File: config.mk
export PLATFORM = sky130hd
export DESIGN_NAME = twr_store
export DESIGN_NICKNAME = d
export VERILOG_FILES = /design/src/hdl/twr_pkg.sv /design/src/hdl/twr_store.sv
export SDC_FILE = /design/constraint.sdc
export NUM_CORES = 2
export LEC_CHECK = 0
export BUFFER_PORTS_ARGS = -buffer_cell sky130_fd_sc_hd__buf_4
export CORE_UTILIZATION = 50
export CTS_CLUSTER_SIZE = 16
export DETAILED_ROUTE_END_ITERATION = 8
export PLACE_DENSITY = 0.66
export SYNTH_ARGS = -nofsm -noshare
export SYNTH_HDL_FRONTEND = slang
export SYNTH_SLANG_ARGS = --single-unit
File: constraint.sdc
create_clock -name clock -period 23.8 [get_ports clock]
set_clock_uncertainty 0.1 [all_clocks]
set_input_delay 7.14 -clock clock [delete_from_list [all_inputs] [get_ports clock]]
set_output_delay 7.14 -clock clock [all_outputs]
set_load 0.02 [all_outputs]
File: src/hdl/twr_pkg.sv
// ----------------------------------------------------------------------------
// twr_pkg: shared constants of the timestamped window resampler
// Opcodes, status codes, register indexes and datapath widths.
// ----------------------------------------------------------------------------
package twr_pkg;

   // Field widths
   localparam int TIME_W  = 32;
   localparam int VAL_W   = 32;
   localparam int NPTS_W  = 7;
   localparam int LANES   = 4;
   localparam int MAX_POINTS = 64;
   localparam int IDX_W   = 6;

   // Serial multiplier and divider widths
   localparam int MUL_A_W = 32;
   localparam int MUL_B_W = 34;
   localparam int PROD_W  = 66;
   localparam int DIV_W   = 66;
   localparam int MAG_W   = 34;
   localparam logic [MAG_W-1:0] MAG_CAP = 34'h2_0000_0000;

   // Opcodes
   localparam logic OP_APPEND   = 1'b0;
   localparam logic OP_RESAMPLE = 1'b1;

   // Result status codes
   localparam logic [1:0] STAT_APPEND_OK = 2'd0;
   localparam logic [1:0] STAT_REJECTED  = 2'd1;
   localparam logic [1:0] STAT_POINT     = 2'd2;

   // Register indexes
   localparam logic REG_WINDOW_LENGTH = 1'b0;
   localparam logic REG_NUM_POINTS    = 1'b1;

   // Handshake of the serial arithmetic units
   typedef struct packed {
      logic start;
      logic done;
   } unit_ctl_type;

endpackage

File: src/hdl/twr_store.sv
// ----------------------------------------------------------------------------
// twr_store: sample memories
// Time memory and value memory, one write and one registered read port each.
// ----------------------------------------------------------------------------
module twr_store #(
   parameter int CAPACITY = 16,
   parameter int CHANNELS = 4
) (
   input  logic                                clock,
   input  logic                                wr_en,
   input  logic [$clog2(CAPACITY)-1:0]         wr_addr,
   input  logic [twr_pkg::TIME_W-1:0]          wr_time,
   input  logic [CHANNELS*twr_pkg::VAL_W-1:0]  wr_vals,
   input  logic [$clog2(CAPACITY)-1:0]         rd_addr,
   output logic [twr_pkg::TIME_W-1:0]          rd_time,
   output logic [CHANNELS*twr_pkg::VAL_W-1:0]  rd_vals
);

   logic [twr_pkg::TIME_W-1:0]         time_mem [CAPACITY];
   logic [CHANNELS*twr_pkg::VAL_W-1:0] vals_mem [CAPACITY];

   // Write on a stored append
   always_ff @(posedge clock) begin
      if (wr_en) begin
         time_mem[wr_addr] <= wr_time;
         vals_mem[wr_addr] <= wr_vals;
      end
   end

   // Registered read, data follows the address in the next cycle
   always_ff @(posedge clock) begin
      rd_time <= time_mem[rd_addr];
      rd_vals <= vals_mem[rd_addr];
   end

endmodule

# Yosys cells after proc, flatten, opt, wreduce, memory -nomap -nowiden
# Memories as Yosys holds them, arrays and structs flattened. A register that Yosys moved wholly into a read port is not among the register bits.
# Index checks and enable logic that the tools add are counted.
# word_totals
ff_bits,0
mem_bits_rw,2560
input_bits,170
output_inout_bits,160
elab_cells,4
mem_count,2
# memory_table
memory,depth,width,read_ports,rd_clocked_by_memory_dff,wr,line_no,source
vals_mem,16,128,1,1,1,twr_store.sv:20,logic [CHANNELS*twr_pkg::VAL_W-1:0] vals_mem [CAPACITY];
time_mem,16,32,1,1,1,twr_store.sv:19,logic [twr_pkg::TIME_W-1:0] time_mem [CAPACITY];
# classes
n_mux,2
# op_table
op,count
two-way mux 1 bit,2

# Longest topological paths before layout
# depth
word_depth,2
ltp_mapped,8
depth_no_buf,3

# Least setup slack after synthesis
# Ideal clock, no wire load.
# synth_timing
path_type,input port to flip-flop
start,input wr_addr[3]
end,"memory time_mem[0][0] (netlist name), enable pin"
setup_time_ps,878
t_arrival_ps,18438
required_ps,22822
path_slack_ps,4384
stages,2
n_path_buf,0
path_cell_list,or3b_2 > nor3_1
# synth_lines
element,line_no,source
start: declaration,twr_store.sv:11,"input logic [$clog2(CAPACITY)-1:0] wr_addr,"
end: declaration,twr_store.sv:19,
# Straight into the memory's write port.

==> impl_metrics.yaml <==
outcome:
  outcome: "finished, final reports clean"
synth:
  synth_area_leaders: "edfxtp_1 77%, mux4_2 13%, dfxtp_1 3.2%, a22oi_1 2.0%, mux2_2 1.1%"
  yosysUniqueCellTypes: 27
  synth_top_area_share: 0.7732
  synthTopCellsByCount: "2560 x edfxtp_1, 589 x mux4_2, 264 x a22oi_1"
  yosysMostFrequentCell: "edfxtp_1"
  syn_area_um2: 99420
  yosys_most_used_dff: "edfxtp_1"
  synth_edf_count: 2560
  synth_mux_area_frac: 0.1473
  syn_nets: 4376
  synth_compound_area_frac: 0.02623
  syn_avg_cell_area_um2: 23.64
  postSynthCellCount: 4206
  ys_seq_area_frac: 0.8054
  synth_largest_area_cell: "edfxtp_1"
  ys_warn_count: 0
  synthArstFlopShare: 0
  synth.ff_latch_count: 2720
  yosys.area_share.simple: 0.009338
  synthAdderAreaFrac: 0
  synth_top_family_by_area: "multiplexers"
  synth-xor-area-share: 0
drt:
  avgRoutedWirePerCell_um: 30.34
  first_pass_iters: 5
  drt_iter0_markers: 4577
  drtAntennaViolNets: 0
  wl_um: 228900
  avgViaCountPerCell: 6.042
  vias: 45590
  drc: 0
grt:
  grt_max_degree: 115
  gr-total-overflow: 0
  grt.total_usage: 0.2303
  antenna_found_initial: 43
  first_global_vias: 47070
  grt_pass1_wl_um: 330500
cts:
  cts-root-to-sink-buffers: 4
  cts_made_buffers: 287
  hold_buffers: 0
  clk_latency_ps: 920
  cts_resized: 0
  cts_root_buf: "clkbuf_16"
  clkTransAtPathRegs_ps: 60
  cts_tree: "done"
  cts_max_level: 5
  cts_sinks: 2720
  postCtsSetupBuffers: 0
worst_hold_path:
  min_path_type: "register to register"
  hp-start: "time_mem[7][12]"
  holdPathStages: 3
  whs_endpoint: "rd_time[12]"
setup_path:
  crit_slowest_cell: "buf_4"
  crit_chain: "buf_8, buf_4, buf_4, buf_4, buf_4, mux4_2, a22oi_1, nand2_1"
  startpoint_type: "input pin"
  worstSetupStartpoint: "rd_addr[0]"
  r2r_start: "vals_mem[2][71]"
  r2r_cells: 3
  crit_fanout: 78
  timing.rr.end: "rd_vals[71]"
  rrSetupSlack_ps: 22130
  crit_top_cell: "buf_4"
  cp_num_buf_inv: 5
  critPathTopFamily: "buffers and inverters"
  cp-end-kind: "register"
  required_ps: 24470
  crit_arrival_ps: 11850
  max_stage_delay_ps: 860
  path_class: "input pin to register"
timing:
  whs_ps: 522.9
  slew_violations: 0
  slew_headroom: 0.1964
  fmax_mhz: 89.44
  grt_setup_unrepaired: "false"
  hold_viol: 0
  setup_viol_count_final: 0
  tns_ps: 0
  worst-slew-pin-transition_ps: 1203
  final.min_clock_period_ps: 11180
  fin_crit_sh: 0.4698
job:
  timing.max_cap.violations: 0
power:
  vdd_ir_drop_max_uv: 78.92
  power_per_cell_area_nw_per_um2: 89.26
  p_leak_uw: 0.03653
floorplan:
  rows: 163
  ioPinCount: 330
  initial_core_util: 0.5036
  die_w_um: 447.9
  dieArea_um2: 200600
  core_um2: 197400
  dieHeight_um: 447.9
place:
  portBuffers: 329
  gp_congestion: 0.7254
  dp_hpwl_um: 111400
layout:
  seq_area_um2: 80080
  multiInputGateArea_um2: 18330
  final_nets: 4854
  drive_above_1_share: 0.3082
  fill_cells: 14220
  areaGrowthSynthToFinish_pct: 14.65
worst max path at each step:
stage / endpoint / slack [ps] / cells after the start
floorplan: time_mem[0][0] / 4380 / 2
global placement: rd_vals[83] / 11470 / 8
detailed placement: rd_vals[126] / 11470 / 8
CTS: rd_vals[126] / 12440 / 8
global route: rd_vals[87] / 12090 / 8
finish: rd_vals[126] / 12620 / 8
sequential cells by signal (all words and copies together) (netlist names):
signal	flops
rd_time	32
rd_vals	128
time_mem	512
vals_mem	2048
cell usage in the layout, fill, tap and decap left out, drive strengths merged, types with 3 or more instances in the layout:
| master | n |
|---|---|
| nand2 | 111 |
| buf | 414 |
| clkinvlp | 4 |
| mux4 | 589 |
| a22oi | 264 |
| clkinv | 68 |
| diode | 16 |
| dfxtp | 160 |
| nor3 | 4 |
| mux2i | 29 |
| nor2b | 38 |
| clkbuf | 405 |
| nand2b | 23 |
| o221ai | 32 |
| edfxtp | 2560 |
| o22a | 5 |
| mux2 | 97 |
| and2 | 3 |
| o21ai | 27 |
| nor2 | 15 |
| a221oi | 19 |
| bufinv | 16 |
cells by family (layout without fill, tap and decap cells):
logic type | Yosys count | after routing
AO/OA/AOI/OAI | 347 | 347
buffers and inverters | 225 | 909
flip-flops | 2720 | 2720
multiplexers | 715 | 715
other | 0 | 16
AND/OR/NAND/NOR | 199 | 199
report_power, final:
part / internal, uW / switching (uW) / leakage, uW / total (uW)
combinational: 212 / 305 / 0.00770 / 517
sequential: 5350 / 43.9 / 0.0245 / 5400
clock: 2520 / 1740 / 0.00435 / 4260
worst reg2reg max path: stages, from the launching register on:
cell      delay [ps]
edfxtp_1         380
mux4_2           460
mux2_2           280
o22a_1           310
metrics by stage:
stage               instance area, um^2  setup WS [ps]  instances  utilization  power, uW
global route                     114000          12090       7544       0.5774      10490
detailed placement               105000          11470       7035       0.5321       6027
CTS                              114000          12440       7530       0.5772      10270
global placement                 105000          11470       7035       0.5321       6015
floorplan                         99420           4384       4206            -       5793
finish                           114000          12620       7546       0.5774      10180
metal layers:
layer | wire length (um) | global-route usage
met4 | 6218 | 0.07806
met3 | 14400 | 0.03985
met5 | 183 | 0
met1 | 90760 | 0.3105
met2 | 117400 | 0.3824
layout make-up:
type,count,area share
diodes,16,0.0003512
clock buffers,405,0.07074
clock inverters,90,0.007409
multi-input cells,1261,0.1608
flip-flops and latches,2720,0.7025
well taps,2640,0.02898
repair buffers,414,0.02922
Power figures use the tool's default switching activity.
