**src/hdl/twr_pkg.sv**
```systemverilog
// ----------------------------------------------------------------------------
// twr_pkg: shared constants of the timestamped window resampler
// Opcodes, status codes, register indexes and datapath widths.
// ----------------------------------------------------------------------------
package twr_pkg;

   // Field widths
   localparam int TIME_W  = 32;
   localparam int VAL_W   = 32;
   localparam int NPTS_W  = 7;
   localparam int LANES   = 4;
   localparam int MAX_POINTS = 64;
   localparam int IDX_W   = 6;

   // Serial multiplier and divider widths
   localparam int MUL_A_W = 32;
   localparam int MUL_B_W = 34;
   localparam int PROD_W  = 66;
   localparam int DIV_W   = 66;
   localparam int MAG_W   = 34;
   localparam logic [MAG_W-1:0] MAG_CAP = 34'h2_0000_0000;

   // Opcodes
   localparam logic OP_APPEND   = 1'b0;
   localparam logic OP_RESAMPLE = 1'b1;

   // Result status codes
   localparam logic [1:0] STAT_APPEND_OK = 2'd0;
   localparam logic [1:0] STAT_REJECTED  = 2'd1;
   localparam logic [1:0] STAT_POINT     = 2'd2;

   // Register indexes
   localparam logic REG_WINDOW_LENGTH = 1'b0;
   localparam logic REG_NUM_POINTS    = 1'b1;

   // Handshake of the serial arithmetic units
   typedef struct packed {
      logic start;
      logic done;
   } unit_ctl_type;

endpackage

```
**src/hdl/twr_div.sv**
```systemverilog
// ----------------------------------------------------------------------------
// twr_div: restoring divider
// One quotient bit per cycle; done pulses with the quotient held after.
// ----------------------------------------------------------------------------
module twr_div (
   input  logic                          clock,
   input  logic                          reset,
   input  logic                          start,
   input  logic [twr_pkg::DIV_W-1:0]     numer,
   input  logic [31:0]                   denom,
   output logic                          done,
   output logic [twr_pkg::DIV_W-1:0]     quot
);

   localparam int CNT_W = $clog2(twr_pkg::DIV_W + 1);

   logic                        busy_ff, busy_in;
   logic                        done_ff, done_in;
   logic [CNT_W-1:0]            cnt_ff, cnt_in;
   logic [twr_pkg::DIV_W-1:0]   quot_ff, quot_in;
   logic [31:0]                 rem_ff, rem_in;
   logic [31:0]                 den_ff, den_in;
   logic [32:0]                 shifted;

   // Shift in the next numerator bit, subtract when it fits
   always_comb begin
      busy_in = busy_ff;
      done_in = 1'b0;
      cnt_in  = cnt_ff;
      quot_in = quot_ff;
      rem_in  = rem_ff;
      den_in  = den_ff;
      shifted = {rem_ff, quot_ff[twr_pkg::DIV_W-1]};
      if (start) begin
         busy_in = 1'b1;
         cnt_in  = '0;
         quot_in = numer;
         rem_in  = '0;
         den_in  = denom;
      end else if (busy_ff) begin
         if (shifted >= {1'b0, den_ff}) begin
            rem_in  = 32'(shifted - {1'b0, den_ff});
            quot_in = {quot_ff[twr_pkg::DIV_W-2:0], 1'b1};
         end else begin
            rem_in  = shifted[31:0];
            quot_in = {quot_ff[twr_pkg::DIV_W-2:0], 1'b0};
         end
         cnt_in = cnt_ff + 1'b1;
         if (cnt_ff == CNT_W'(twr_pkg::DIV_W - 1)) begin
            busy_in = 1'b0;
            done_in = 1'b1;
         end
      end
   end

   always_ff @(posedge clock) begin
      if (reset) begin
         busy_ff <= 1'b0;
         done_ff <= 1'b0;
      end else begin
         busy_ff <= busy_in;
         done_ff <= done_in;
      end
      cnt_ff  <= cnt_in;
      quot_ff <= quot_in;
      rem_ff  <= rem_in;
      den_ff  <= den_in;
   end

   assign done = done_ff;
   assign quot = quot_ff;

endmodule

```
**config.mk**
```make
export PLATFORM = sky130hd
export DESIGN_NAME = twr_div
export DESIGN_NICKNAME = d
export VERILOG_FILES = /design/src/hdl/twr_pkg.sv /design/src/hdl/twr_div.sv
export SDC_FILE = /design/constraint.sdc
export NUM_CORES = 1
export LEC_CHECK = 0
export BUFFER_PORTS_ARGS = -buffer_cell sky130_fd_sc_hd__buf_2
export CAP_MARGIN = 20
export CORE_MARGIN = 5
export CORE_UTILIZATION = 50
export DETAILED_ROUTE_END_ITERATION = 6
export PLACE_DENSITY_LB_ADDON = 0.2
export SLEW_MARGIN = 15
export SYNTH_ARGS = -nofsm -noshare
export SYNTH_HDL_FRONTEND = slang
export SYNTH_SLANG_ARGS = --single-unit
```
**constraint.sdc**
```tcl
create_clock -name clock -period 2.7 [get_ports clock]
set_clock_uncertainty 0.2 [all_clocks]
set_input_delay 0.135 -clock clock [delete_from_list [all_inputs] [get_ports clock]]
set_output_delay 0.135 -clock clock [all_outputs]
set_load 0.03 [all_outputs]
```
After elaboration in Yosys (flattened, before gate mapping):

Cells that the tools add are included.

* register bits after elaboration: 139
* bits of input ports: 101
* output and inout bits: 67
* logic and storage cells: 21

* add/sub/neg operators: 2
* order comparisons: 1
* equal/unequal tests: 1
* mux-type cells: 8
* bitwise logic cells: 1
* reductions and logical operators: 2

Operator list (count)
* 2-to-1 mux 66 bit: 2
* >= comparator 33 x 32 -> 1 bit: 1
* 2-to-1 mux 32 bit: 1
* subtractor 32 bit: 1
* adder 7 x 1 -> 7 bit, second input constant: 1
* equality test 7 bit, second input constant: 1
* 2-to-1 mux 1 bit: 5
* OR reduction 3 bit: 1
* nonzero test 2 bit: 1
* inverter 1 bit: 1

Depth between registers and ports, before layout:

* depth after elaboration: 4
* depth in mapped cells: 13
* mapped depth without buffers: 11

Worst setup path before layout:

OpenSTA, ideal clock, no wires.

* path kind: register to register
* start: register quot_ff, in the netlist quot[65]
* end: register rem_ff[26]
* setup time: 0.086 ns
* arrival time: 2.887 ns
* data required time: 2.414 ns
* setup slack: -0.473 ns
* stages on the path, launching flop included: 12
* buffers on the path: 0
* period minus slack after synthesis: 3.173 ns
* path through: edfxtp_1 -> inv_1 -> ha_1 -> fa_1 -> nor2b_1 -> o31ai_2 -> a211oi_2 -> nor4_4 -> nor4_2 -> nor4_1 -> or4_1 -> a211oi_1

* longest elaborated chain between the ends: 2
* elaborated cells on any way between the ends: 3
* classes of those cells: 1 x add/sub; 1 x order compare; 1 x mux

Ends and longest elaborated chain
* start: declaration: line twr_div.sv:20 `logic [twr_pkg::DIV_W-1:0] quot_ff, quot_in;`
* start signal: assignment: line twr_div.sv:65 `quot_ff <= quot_in;`
* subtractor 32 bit or >= comparator 33 x 32 -> 1 bit (tied branches): line twr_div.sv:42, twr_div.sv:41
* 2-to-1 mux 32 bit (*): line twr_div.sv:41 `if (shifted >= {1'b0, den_ff}) begin`
* end signal: assignment: line twr_div.sv:66 `rem_ff <= rem_in;`
* end: declaration: line twr_div.sv:21 `logic [31:0] rem_ff, rem_in;`

Mark *: on every way between the ends. The rest lies on a longest branch, timed or not.
A chain may end at the register's enable or synchronous reset.

Worst setup path in the final report:

* start: register den_ff[6]
* end: register rem_ff[7]

* longest elaborated chain between the ends: 2
* elaborated cells on any way between the ends: 3
* classes of those cells: 1 x add/sub; 1 x order compare; 1 x mux

Ends and longest elaborated chain
* start: declaration: line twr_div.sv:22 `logic [31:0] den_ff, den_in;`
* start signal: assignment: line twr_div.sv:67 `den_ff <= den_in;`
* subtractor 32 bit or >= comparator 33 x 32 -> 1 bit (tied branches): line twr_div.sv:42, twr_div.sv:41
* 2-to-1 mux 32 bit (*): line twr_div.sv:41

Marked as above.

==> flow_summary.json <==
{
  "status": "finished with violations",
  "failed_checks": "setup timing",
  "rsz0062_at_grt": "true",
  "drtPass1Iterations": 5,
  "syn_area_um2": 7530,
  "synth_edf_count": 98,
  "synth_warnings": 0,
  "slew_viol_final": 0,
  "post_drt_wl_per_cell_um": 20.5,
  "layout_common_cells": "buf_2, buf_4, dlygate4sd3_1",
  "grt_overflow": 0,
  "vias_per_cell": 5.79,
  "grt_pass1_wl_um": 37800,
  "die_h_um": 133,
  "whs_ns": 0.214,
  "antenna_found_initial": 0,
  "hold_start": "denom[14]",
  "grt_max_degree": 70,
  "reg2reg_depth": 13,
  "syn_nets": 844,
  "power.density_nw_per_um2": 587,
  "ir_drop_v": 0.000514,
  "ys_seq_elements": 139,
  "rows": 44,
  "grt_usage_pct": 26.6,
  "hold_viol_final": 0,
  "layout.nets": 1218,
  "dr_total_vias": 7401,
  "dieArea_um2": 17600,
  "synthDominantCellAreaShare_pct": 39.1,
  "r2r_end": "rem_ff[7]",
  "routed_wl_um": 26200,
  "relSlewSlack_pct": 69.5,
  "cts_htree_levels": 4,
  "mostFrequentLayoutCell": "buf_2",
  "hold_path.class": "in2reg",
  "worstPathMaxFanout": 11,
  "die_x_um": 133,
  "cts_root_buffer": "clkbuf_16",
  "hold-path-endpoint": "den_ff[14]",
  "cap_violations": 0,
  "worst_pin_slew_ns": 0.458,
  "p_total_w": 0.00700,
  "critPathCaptureType": "register",
  "path_clk_slew_ns": 0.07,
  "setup_viol": 33,
  "synth_area_leaders": "edfxtp_1, dfxtp_1, mux2_2, ha_1, nand2_1",
  "period_share_pct": 112,
  "place_congestion": 0.968,
  "fmax_ghz": 0.329,
  "fin_ws_ns": -0.335,
  "yosysUniqueCellTypes": 60,
  "antenna_left": 0,
  "syn-instance-count": 708,
  "placedCellCount": 1124,
  "hpwl_um": 14100,
  "arrival_ns": 3.14,
  "timing.rr.start": "den_ff[6]",
  "holdPathStages": 2,
  "synthFlopType": "edfxtp_1",
  "cp-start-kind": "register",
  "seq_area_frac_synth_pct": 50.0,
  "insertion_delay_ns": 0.43,
  "grt_pass1_vias": 7497,
  "drc_errors": 0,
  "finalCriticalPeriod_ns": 3.04,
  "total_leakage_power_nw": 4.95,
  "cts_tree": "built",
  "criticalPathCategory": "reg2reg",
  "io_buffer_count": 167,
  "diodes": 0,
  "synth_top_area_cell": "edfxtp_1",
  "clk_path_buf_depth": 2,
  "postSynth.asyncResetShare_pct": 0,
  "cts_buffers": 17,
  "final_layout_size_suffix_gt1_share_pct": 47.6,
  "cts_sinks": 139,
  "ios": 168,
  "r2r_slack_ns": -0.34,
  "fin_cells": 1279,
  "syn_avg_cell_area_um2": 10.6,
  "required_ns": 2.81,
  "area_growth_pct": 58.1,
  "core_area_um2": 14600,
  "drt_iter0_markers": 680,
  "num-fill-cells": 806,
  "start_util_pct": 51.4
}
## kinds of logic after synthesis
logic type                 after synthesis  share of synthesized area [%]
AOI/OAI and AO/OA                      159                           14.1
xor gates and xnor gates                23                           2.67
and+or+nand+nor                        202                           12.8
buffers and inverters                   81                           4.33
adders and majority gates               35                           5.91
muxes                                   69                           10.3
DFF                                    139                           50.0
## layer usage
metal / up-vias / part of all wire, % / GRT usage (%)
li1: 3347 / - / -
met5: - / 0 / 0
met4: 0 / 4.3 / 10.2
met2: 393 / 51 / 47.6
met1: 3572 / 37 / 30.8
met3: 89 / 6.7 / 6.61
## sequential cells by signal (all words and copies together) (netlist names)
register,count
rem_ff,32
cnt_ff,7
busy_ff,1
done,1
den_ff,32
quot,66
## Yosys cell counts (3+ instances only)
library cell	n
a211oi_1	9
a21o_1	10
a21oi_1	49
a311oi_1	21
a31oi_1	5
a41oi_1	3
and2_1	5
buf_1	3
buf_2	12
clkbuf_1	22
dfxtp_1	41
edfxtp_1	98
ha_1	34
inv_1	43
mux2_2	67
nand2_1	74
nand2b_1	6
nand3_1	17
nand4_1	8
nor2_1	55
nor2b_1	3
nor3_1	4
nor3b_1	4
o21a_1	7
o21ai_0	27
o21ai_1	4
or3_1	10
xnor2_1	9
xor2_1	14
## worst max path at each step
stage | startpoint | endpoint | slack, ns | cells after the start
2_1_floorplan | quot[65] | rem_ff[26] | -0.43 | 11
3_3_place_gp | quot[65] | rem_ff[26] | -0.34 | 11
6_report | den_ff[6] | rem_ff[7] | -0.34 | 13
4_1_cts | quot[65] | rem_ff[30] | -0.21 | 11
5_1_grt | den_ff[9] | rem_ff[9] | -0.45 | 14
3_5_place_dp | quot[65] | rem_ff[26] | -0.41 | 11
## final cells by class
type	count	area, µm²	share of cell area, %
multi-input combinational	488	4210	35.3
tap	184	230	1.93
clock buffer	18	429	3.60
inverter	43	161	1.36
clock inverter	14	161	1.36
timing repair buffer	393	2960	24.8
sequential	139	3770	31.6
## report_power, final
part / total (W) / internal, W / switching [W] / leakage (nW)
Sequential: 0.00264 / 0.00251 / 0.000132 / 1.31
Clock: 0.00238 / 0.00138 / 0.000999 / 0.279
Combinational: 0.00198 / 0.000904 / 0.00107 / 3.35
## worst max-delay path, cell delays in order (launching register included)
cell and delay (ns):
edfxtp_1 0.43, inv_2 0.11, ha_4 0.23, a21o_1 0.22, a21oi_1 0.23, o21a_1 0.18
a21bo_1 0.14, a21bo_1 0.15, a21o_1 0.24, buf_12 0.15, buf_6 0.09, buf_12 0.13
nand2_1 0.06, a311oi_1 0.35
## through the flow
step / instance area [µm²] / setup WS (ns) / setup TNS, ns / utilization [%]
floorplan: 7560 / -0.429 / -1.44 / -
global placement: 9290 / -0.344 / -4.75 / 63.4
detailed placement: 9290 / -0.410 / -6.94 / 63.4
CTS: 11300 / -0.209 / -3.38 / 77.3
global route: 11900 / -0.454 / -10.12 / 81.3
finish: 11900 / -0.335 / -6.05 / 81.3
## timing repair
item	4_1_cts	5_1_grt
buffers inserted	13	8
gates resized for setup	73	94
endpoints found under the setup margin	33	33
hold buffers	100	0
endpoints found under the hold margin	112	0
gates cloned	1	1
pin swaps	28	33
Note: power is estimated with default switching activity, not from simulation.
