**config.mk**
```make
export PLATFORM = sky130hd
export DESIGN_NAME = twr_mul
export DESIGN_NICKNAME = d
export VERILOG_FILES = /design/src/hdl/twr_pkg.sv /design/src/hdl/twr_mul.sv
export SDC_FILE = /design/constraint.sdc
export NUM_CORES = 1
export LEC_CHECK = 0
export BUFFER_PORTS_ARGS = -buffer_cell sky130_fd_sc_hd__buf_2
export CAP_MARGIN = 40
export CORE_MARGIN = 10
export CORE_UTILIZATION = 40
export CTS_BUF_LIST = sky130_fd_sc_hd__clkbuf_4
export CTS_CLUSTER_SIZE = 8
export DETAILED_ROUTE_END_ITERATION = 10
export SLEW_MARGIN = 10
export SYNTH_ARGS = -nofsm -noshare
export SYNTH_HDL_FRONTEND = slang
export SYNTH_SLANG_ARGS = --single-unit
```
**constraint.sdc**
```tcl
create_clock -name clock -period 4.2 [get_ports clock]
set_input_delay 0.21 -clock clock [delete_from_list [all_inputs] [get_ports clock]]
set_output_delay 0.21 -clock clock [all_outputs]
set_load 0.02 [all_outputs]
```
**src/hdl/twr_pkg.sv**
```systemverilog
// ----------------------------------------------------------------------------
// twr_pkg: shared constants of the timestamped window resampler
// Opcodes, status codes, register indexes and datapath widths.
// ----------------------------------------------------------------------------
package twr_pkg;

   // Field widths
   localparam int TIME_W  = 32;
   localparam int VAL_W   = 32;
   localparam int NPTS_W  = 7;
   localparam int LANES   = 4;
   localparam int MAX_POINTS = 64;
   localparam int IDX_W   = 6;

   // Serial multiplier and divider widths
   localparam int MUL_A_W = 32;
   localparam int MUL_B_W = 34;
   localparam int PROD_W  = 66;
   localparam int DIV_W   = 66;
   localparam int MAG_W   = 34;
   localparam logic [MAG_W-1:0] MAG_CAP = 34'h2_0000_0000;

   // Opcodes
   localparam logic OP_APPEND   = 1'b0;
   localparam logic OP_RESAMPLE = 1'b1;

   // Result status codes
   localparam logic [1:0] STAT_APPEND_OK = 2'd0;
   localparam logic [1:0] STAT_REJECTED  = 2'd1;
   localparam logic [1:0] STAT_POINT     = 2'd2;

   // Register indexes
   localparam logic REG_WINDOW_LENGTH = 1'b0;
   localparam logic REG_NUM_POINTS    = 1'b1;

   // Handshake of the serial arithmetic units
   typedef struct packed {
      logic start;
      logic done;
   } unit_ctl_type;

endpackage

```
**src/hdl/twr_mul.sv**
```systemverilog
// ----------------------------------------------------------------------------
// twr_mul: serial shift-add multiplier
// One multiplier bit per cycle; done pulses with the product held after.
// ----------------------------------------------------------------------------
module twr_mul (
   input  logic                           clock,
   input  logic                           reset,
   input  logic                           start,
   input  logic [twr_pkg::MUL_A_W-1:0]    mul_a,
   input  logic [twr_pkg::MUL_B_W-1:0]    mul_b,
   output logic                           done,
   output logic [twr_pkg::PROD_W-1:0]     prod
);

   localparam int CNT_W = $clog2(twr_pkg::MUL_B_W + 1);

   logic                          busy_ff, busy_in;
   logic                          done_ff, done_in;
   logic [CNT_W-1:0]              cnt_ff, cnt_in;
   logic [twr_pkg::PROD_W-1:0]    acc_ff, acc_in;
   logic [twr_pkg::PROD_W-1:0]    mcand_ff, mcand_in;
   logic [twr_pkg::MUL_B_W-1:0]   mplier_ff, mplier_in;

   // Add the shifted multiplicand for each set multiplier bit
   always_comb begin
      busy_in   = busy_ff;
      done_in   = 1'b0;
      cnt_in    = cnt_ff;
      acc_in    = acc_ff;
      mcand_in  = mcand_ff;
      mplier_in = mplier_ff;
      if (start) begin
         busy_in   = 1'b1;
         cnt_in    = '0;
         acc_in    = '0;
         mcand_in  = twr_pkg::PROD_W'(mul_a);
         mplier_in = mul_b;
      end else if (busy_ff) begin
         if (mplier_ff[0]) begin
            acc_in = acc_ff + mcand_ff;
         end
         mcand_in  = {mcand_ff[twr_pkg::PROD_W-2:0], 1'b0};
         mplier_in = {1'b0, mplier_ff[twr_pkg::MUL_B_W-1:1]};
         cnt_in    = cnt_ff + 1'b1;
         if (cnt_ff == CNT_W'(twr_pkg::MUL_B_W - 1)) begin
            busy_in = 1'b0;
            done_in = 1'b1;
         end
      end
   end

   always_ff @(posedge clock) begin
      if (reset) begin
         busy_ff <= 1'b0;
         done_ff <= 1'b0;
      end else begin
         busy_ff <= busy_in;
         done_ff <= done_in;
      end
      cnt_ff    <= cnt_in;
      acc_ff    <= acc_in;
      mcand_ff  <= mcand_in;
      mplier_ff <= mplier_in;
   end

   assign done = done_ff;
   assign prod = acc_ff;

endmodule

```
# [Word level (Yosys, flattened, before mapping)]
# Index checks and enable logic that the tools add are counted.
# W data, S select, Z words.
[word_totals] output_inout_bits=67 elab_cells=22 ff_bits=174
[classes] n_bitwise=1 n_eq_ne=1 n_reduce_logical=3 mux=8 n_addsub=2
[ops] operator="$mux W34" n=2
[ops] operator="$add A66 B66 Y66" n=1
[ops] operator="$mux W32" n=2
[ops] operator="$add A6 B1 Y6 const B" n=1
[ops] operator="$eq A6 B6 Y1 const B" n=1
[ops] operator="$mux W1" n=4
[ops] operator="$reduce_or A3 Y1" n=1
[ops] operator="$reduce_and A2 Y1" n=1
[ops] operator="$reduce_bool A2 Y1" n=1
[ops] operator="$not A1 Y1" n=1

# [Logic depth before layout (Yosys ltp)]
[depth] ltp_word=4 mapped_depth=13

# [Worst setup path after synthesis]
# No wires, ideal clock.
[synth_path] path_type="reg2reg" startpoint="reg acc_ff, in the netlist prod[8]" endpoint="reg acc_ff, in the netlist prod[59]" setup_slack_ps=953 required_time_ps=4083 path_buffers=0 path_stages_with_launch=12 arrival_time_ps=3130 path_cell_list="dfxtp_1 -> ha_1 -> nand4_1 -> nor2_1 -> o21ai_1 -> a2111o_1 -> a2111oi_4 -> o31ai_2 -> o41a_4 -> o41ai_2 -> xor2_1 -> a22o_1"
[synth_between] elab_chain_cells=1
[synth_lines] element="start: declaration" line_no="twr_mul.sv:20" rtl="logic [twr_pkg::PROD_W-1:0] acc_ff, acc_in;"
[synth_lines] element="start signal: assignment" line_no="twr_mul.sv:61" rtl="acc_ff <= acc_in;"
[synth_lines] element="$add A66 B66 Y66" line_no="twr_mul.sv:40" rtl="acc_in = acc_ff + mcand_ff;"
# Every way passes these cells.
# A chain may end at the register's enable or synchronous reset.

# [Final worst setup path]
[layout_path] startpoint="reg mcand_ff[8] (netlist bit)" endpoint="reg acc_ff, in the netlist prod[59]"
[layout_between] elab_chain_cells=1
[layout_lines] element="start: declaration" line_no="twr_mul.sv:21" rtl="logic [twr_pkg::PROD_W-1:0] mcand_ff, mcand_in;"
[layout_lines] element="start signal: assignment" line_no="twr_mul.sv:62" rtl="mcand_ff <= mcand_in;"
[layout_lines] element="$add A66 B66 Y66" line_no="twr_mul.sv:40"
# Every way passes these cells.

==> flow_metrics.py <==
metrics = {
    "clock_tree": {
        "clk_pin_slew_worst_paths_ns": 0.17,
        "cts_tree": "yes",
        "ctsResizeCount": 0,
        "cts_root_buffer": "clkbuf_4",
        "clock_latency_ns": 0.60,
        "clk_path_buf_depth": 2,
        "htreeDepth": 4,
        "cts_buffers": 17,
        "clock_sinks": 174,
    },
    "pwr": {
        "seqPwrFrac_pct": 53.0,
        "worst_ir_drop_vdd_uv": 180,
        "p_clk_share_pct": 26.6,
        "pwr_density_cell_nw_per_um2": 296,
        "internal_power_mw": 2.45,
        "pwr-share-comb_pct": 20.4,
        "netSwitchingPower_mw": 1.18,
        "p_leak_nw": 5.29,
        "netSwitchingFraction_pct": 32.5,
    },
    "layout": {
        "drive_gt1_share_pct": 19.5,
        "fin_cells": 1656,
        "fin_nets": 1444,
        "area_growth_pct": 16.7,
    },
    "route": {
        "postRouteWirelength_um": 28600,
        "wl_per_cell_um": 17.2,
        "wl_met1_um": 13800,
        "wl_met3_um": 1250,
        "drtIter0Drc": 542,
        "drc": 0,
        "highest_layer": "met4",
        "ant_nets": 0,
        "dr_wl_met2_um": 13100,
        "dr_total_vias": 8936,
        "viasPerCell": 5.40,
        "dr.pass1.iters": 5,
    },
    "critical_path": {
        "reg2reg_slack_ns": 0.53,
        "worst_path_largest_cell_delay_ns": 0.52,
        "crit_start": "mcand_ff[8]",
        "critical_path_class": "flop to flop",
        "ff2ff_path_depth": 11,
        "rr_startpoint": "mcand_ff[8]",
        "endpoint_kind": "flop",
        "crit_chain": "ha_1 -> nand4_1 -> nor2_1 -> o21ai_1 -> a2111o_1 -> a2111oi_4 -> o31ai_2 -> o41a_4 -> o41ai_2 -> xor2_1 -> a22o_1",
        "cp.arrival_ns": 4.17,
        "path_buf_inv": 0,
        "critical-path-top-delay-family": "compound AO/OA/AOI/OAI gates",
        "slowest_stage": "a2111o_1",
        "cp-start-kind": "flop",
        "worstReg2RegEnd": "prod[59]",
        "required_ns": 4.70,
        "cp_max_fo": 6,
    },
    "sta": {
        "final.setup.tns_ns": 0,
        "slew_headroom_pct": 42.1,
        "finalHoldViolations": 0,
        "min_period_ns": 3.67,
        "finClkSkew_ns": 0.0362,
        "drv_slew": 0,
        "rsz0062_at_grt": "no",
        "setup_viol": 0,
        "worst_pin_slew_ns": 0.868,
        "period_share_pct": 87.5,
        "fmax_mhz": 272,
    },
    "hold_path": {
        "min_to": "prod[6]",
        "worstHoldStart": "start",
        "hold_class": "input pin to flop",
        "whs_path_depth": 2,
    },
    "die": {
        "die_area_um2": 33200,
        "die_y_um": 182,
        "die_x_um": 182,
        "rows": 59,
        "ioPinCount": 136,
        "core-area_um2": 26000,
        "initial_utilization_pct": 40.5,
    },
    "grt": {
        "grt_max_degree": 90,
        "grt.overflow.total": 0,
        "grt_pass1_vias": 8760,
        "antenna_found_initial": 1,
        "grt_pass1_wl_um": 46300,
        "grt_use_total_pct": 16.8,
    },
    "job": {
        "drv_cap": 0,
    },
    "yosys": {
        "syn_avg_cell_area_um2": 9.21,
        "synth_nets": 1280,
        "synthCells": 1143,
        "synth-main-ff-cell": "dfxtp_1",
        "synthDominantCellAreaShare_pct": 20.5,
        "yosys_register_bits": 174,
        "post-synth-top-area-cell": "dfxtp_1",
        "ys_top_cells_by_count": "nand2_1 (151), a21oi_1 (112), dfxtp_1 (108)",
        "netlist-cell-type-count": 78,
        "yosys-top-cells-area": "dfxtp_1 (21%), edfxtp_1 (19%), ha_1 (8.0%)",
        "synthArstFlopShare_pct": 0,
        "syn_area_um2": 10500,
        "yosys_warnings": 0,
        "seq_area_frac_synth_pct": 39.3,
        "synth.most_common_cell": "nand2_1",
        "synth_edf_count": 66,
    },
    "outcome": {
        "status": "finished, final reports clean",
    },
    "placement": {
        "dp_cells": 1556,
        "gp_congestion": 0.860,
        "dpl.hpwl_um": 20700,
        "port_buffers": 135,
    },
}
## worst max-delay path by stage
stage | to | slack [ns] | depth (start not counted)
5_1_grt | prod[59] | 0.34 | 11
4_1_cts | prod[59] | 0.55 | 11
3_3_place_gp | prod[59] | 0.67 | 11
2_1_floorplan | prod[59] | 0.95 | 11
6_report | prod[59] | 0.53 | 11
3_5_place_dp | prod[59] | 0.63 | 11
## layout make-up
cell class | instances | area (µm²)
Antenna cell | 1 | 2.50
Clock buffer | 17 | 128
Clock inverter | 15 | 148
Fill cell | 2599 | 13700
Inverter | 17 | 63.8
Multi-Input combinational cell | 886 | 5960
Sequential cell | 174 | 4150
Tap cell | 335 | 419
Timing Repair Buffer | 211 | 1420
## power groups by stage
stage | logic [mW] | clock network (mW) | registers (mW)
finish | 0.741 | 0.968 | 1.93
global placement | 0.686 | 0 | 1.96
detailed placement | 0.689 | 0 | 1.97
floorplan | 0.497 | 0 | 1.98
global route | 0.822 | 1.06 | 1.94
CTS | 0.744 | 1.00 | 1.93
## through the flow
stage	area, µm²	util [%]	worst slack [ns]	hold WS, ns	total power, mW
after floorplan	10500	-	0.953	0.282	2.47
after global placement	11300	43.6	0.667	0.387	2.65
after detailed placement	11300	43.6	0.630	0.387	2.66
after CTS	12300	47.3	0.552	0.0743	3.68
after global routing	12300	47.3	0.338	0.0875	3.83
final	12300	47.3	0.527	0.106	3.64
## state kept, by name, summed over array words and instances, names as in the netlist
register	count
busy_ff	1
done	1
mplier_ff	34
cnt_ff	6
prod	66
mcand_ff	66
## cells by family (layout without fill, tap and decap cells)
logic type,after synthesis,after routing,share of synthesized area (%)
fa+ha+maj,68,68,8.15
flops,174,174,39.3
simple gates,371,371,16.1
other cells,0,1,0
compound gates,294,294,17.8
buf+inv,83,260,4.04
mux,100,100,10.3
xor+xnor,53,53,4.41
## cells in the final DEF (no fill, tap or decap), drive strengths merged, types with 10 or more instances in the layout
master / instances
dfxtp: 108
xnor2: 28
a21o: 35
ha: 67
nor3: 17
buf: 144
mux2i: 37
nand3: 28
nand4: 25
clkbuf: 17
xor2: 25
o21ai: 58
edfxtp: 66
nand2: 153
nor2: 95
o21bai: 12
and2: 10
inv: 24
dlygate4sd3: 67
a21oi: 112
a31oi: 16
mux2: 63
## worst reg2reg max path, cell delays in order (launching register included)
cell	delay, ns
edfxtp_1	0.44
ha_1	0.41
nand4_1	0.18
nor2_1	0.14
o21ai_1	0.09
a2111o_1	0.52
a2111oi_4	0.47
o31ai_2	0.19
o41a_4	0.45
o41ai_2	0.39
xor2_1	0.10
a22o_1	0.20
## timing repair
action,CTS,global route
hold endpoints to repair,68,0
hold buffers,67,0
buffers inserted,0,0
## layer usage
metal / GRT usage, % / up-vias
li1: - / 4508
met1: 22.5 / 4227
met2: 26.9 / 174
met3: 3.48 / 27
met4: 4.46 / 0
met5: 0 / -
No activity file was read; power rests on OpenSTA's default activity.
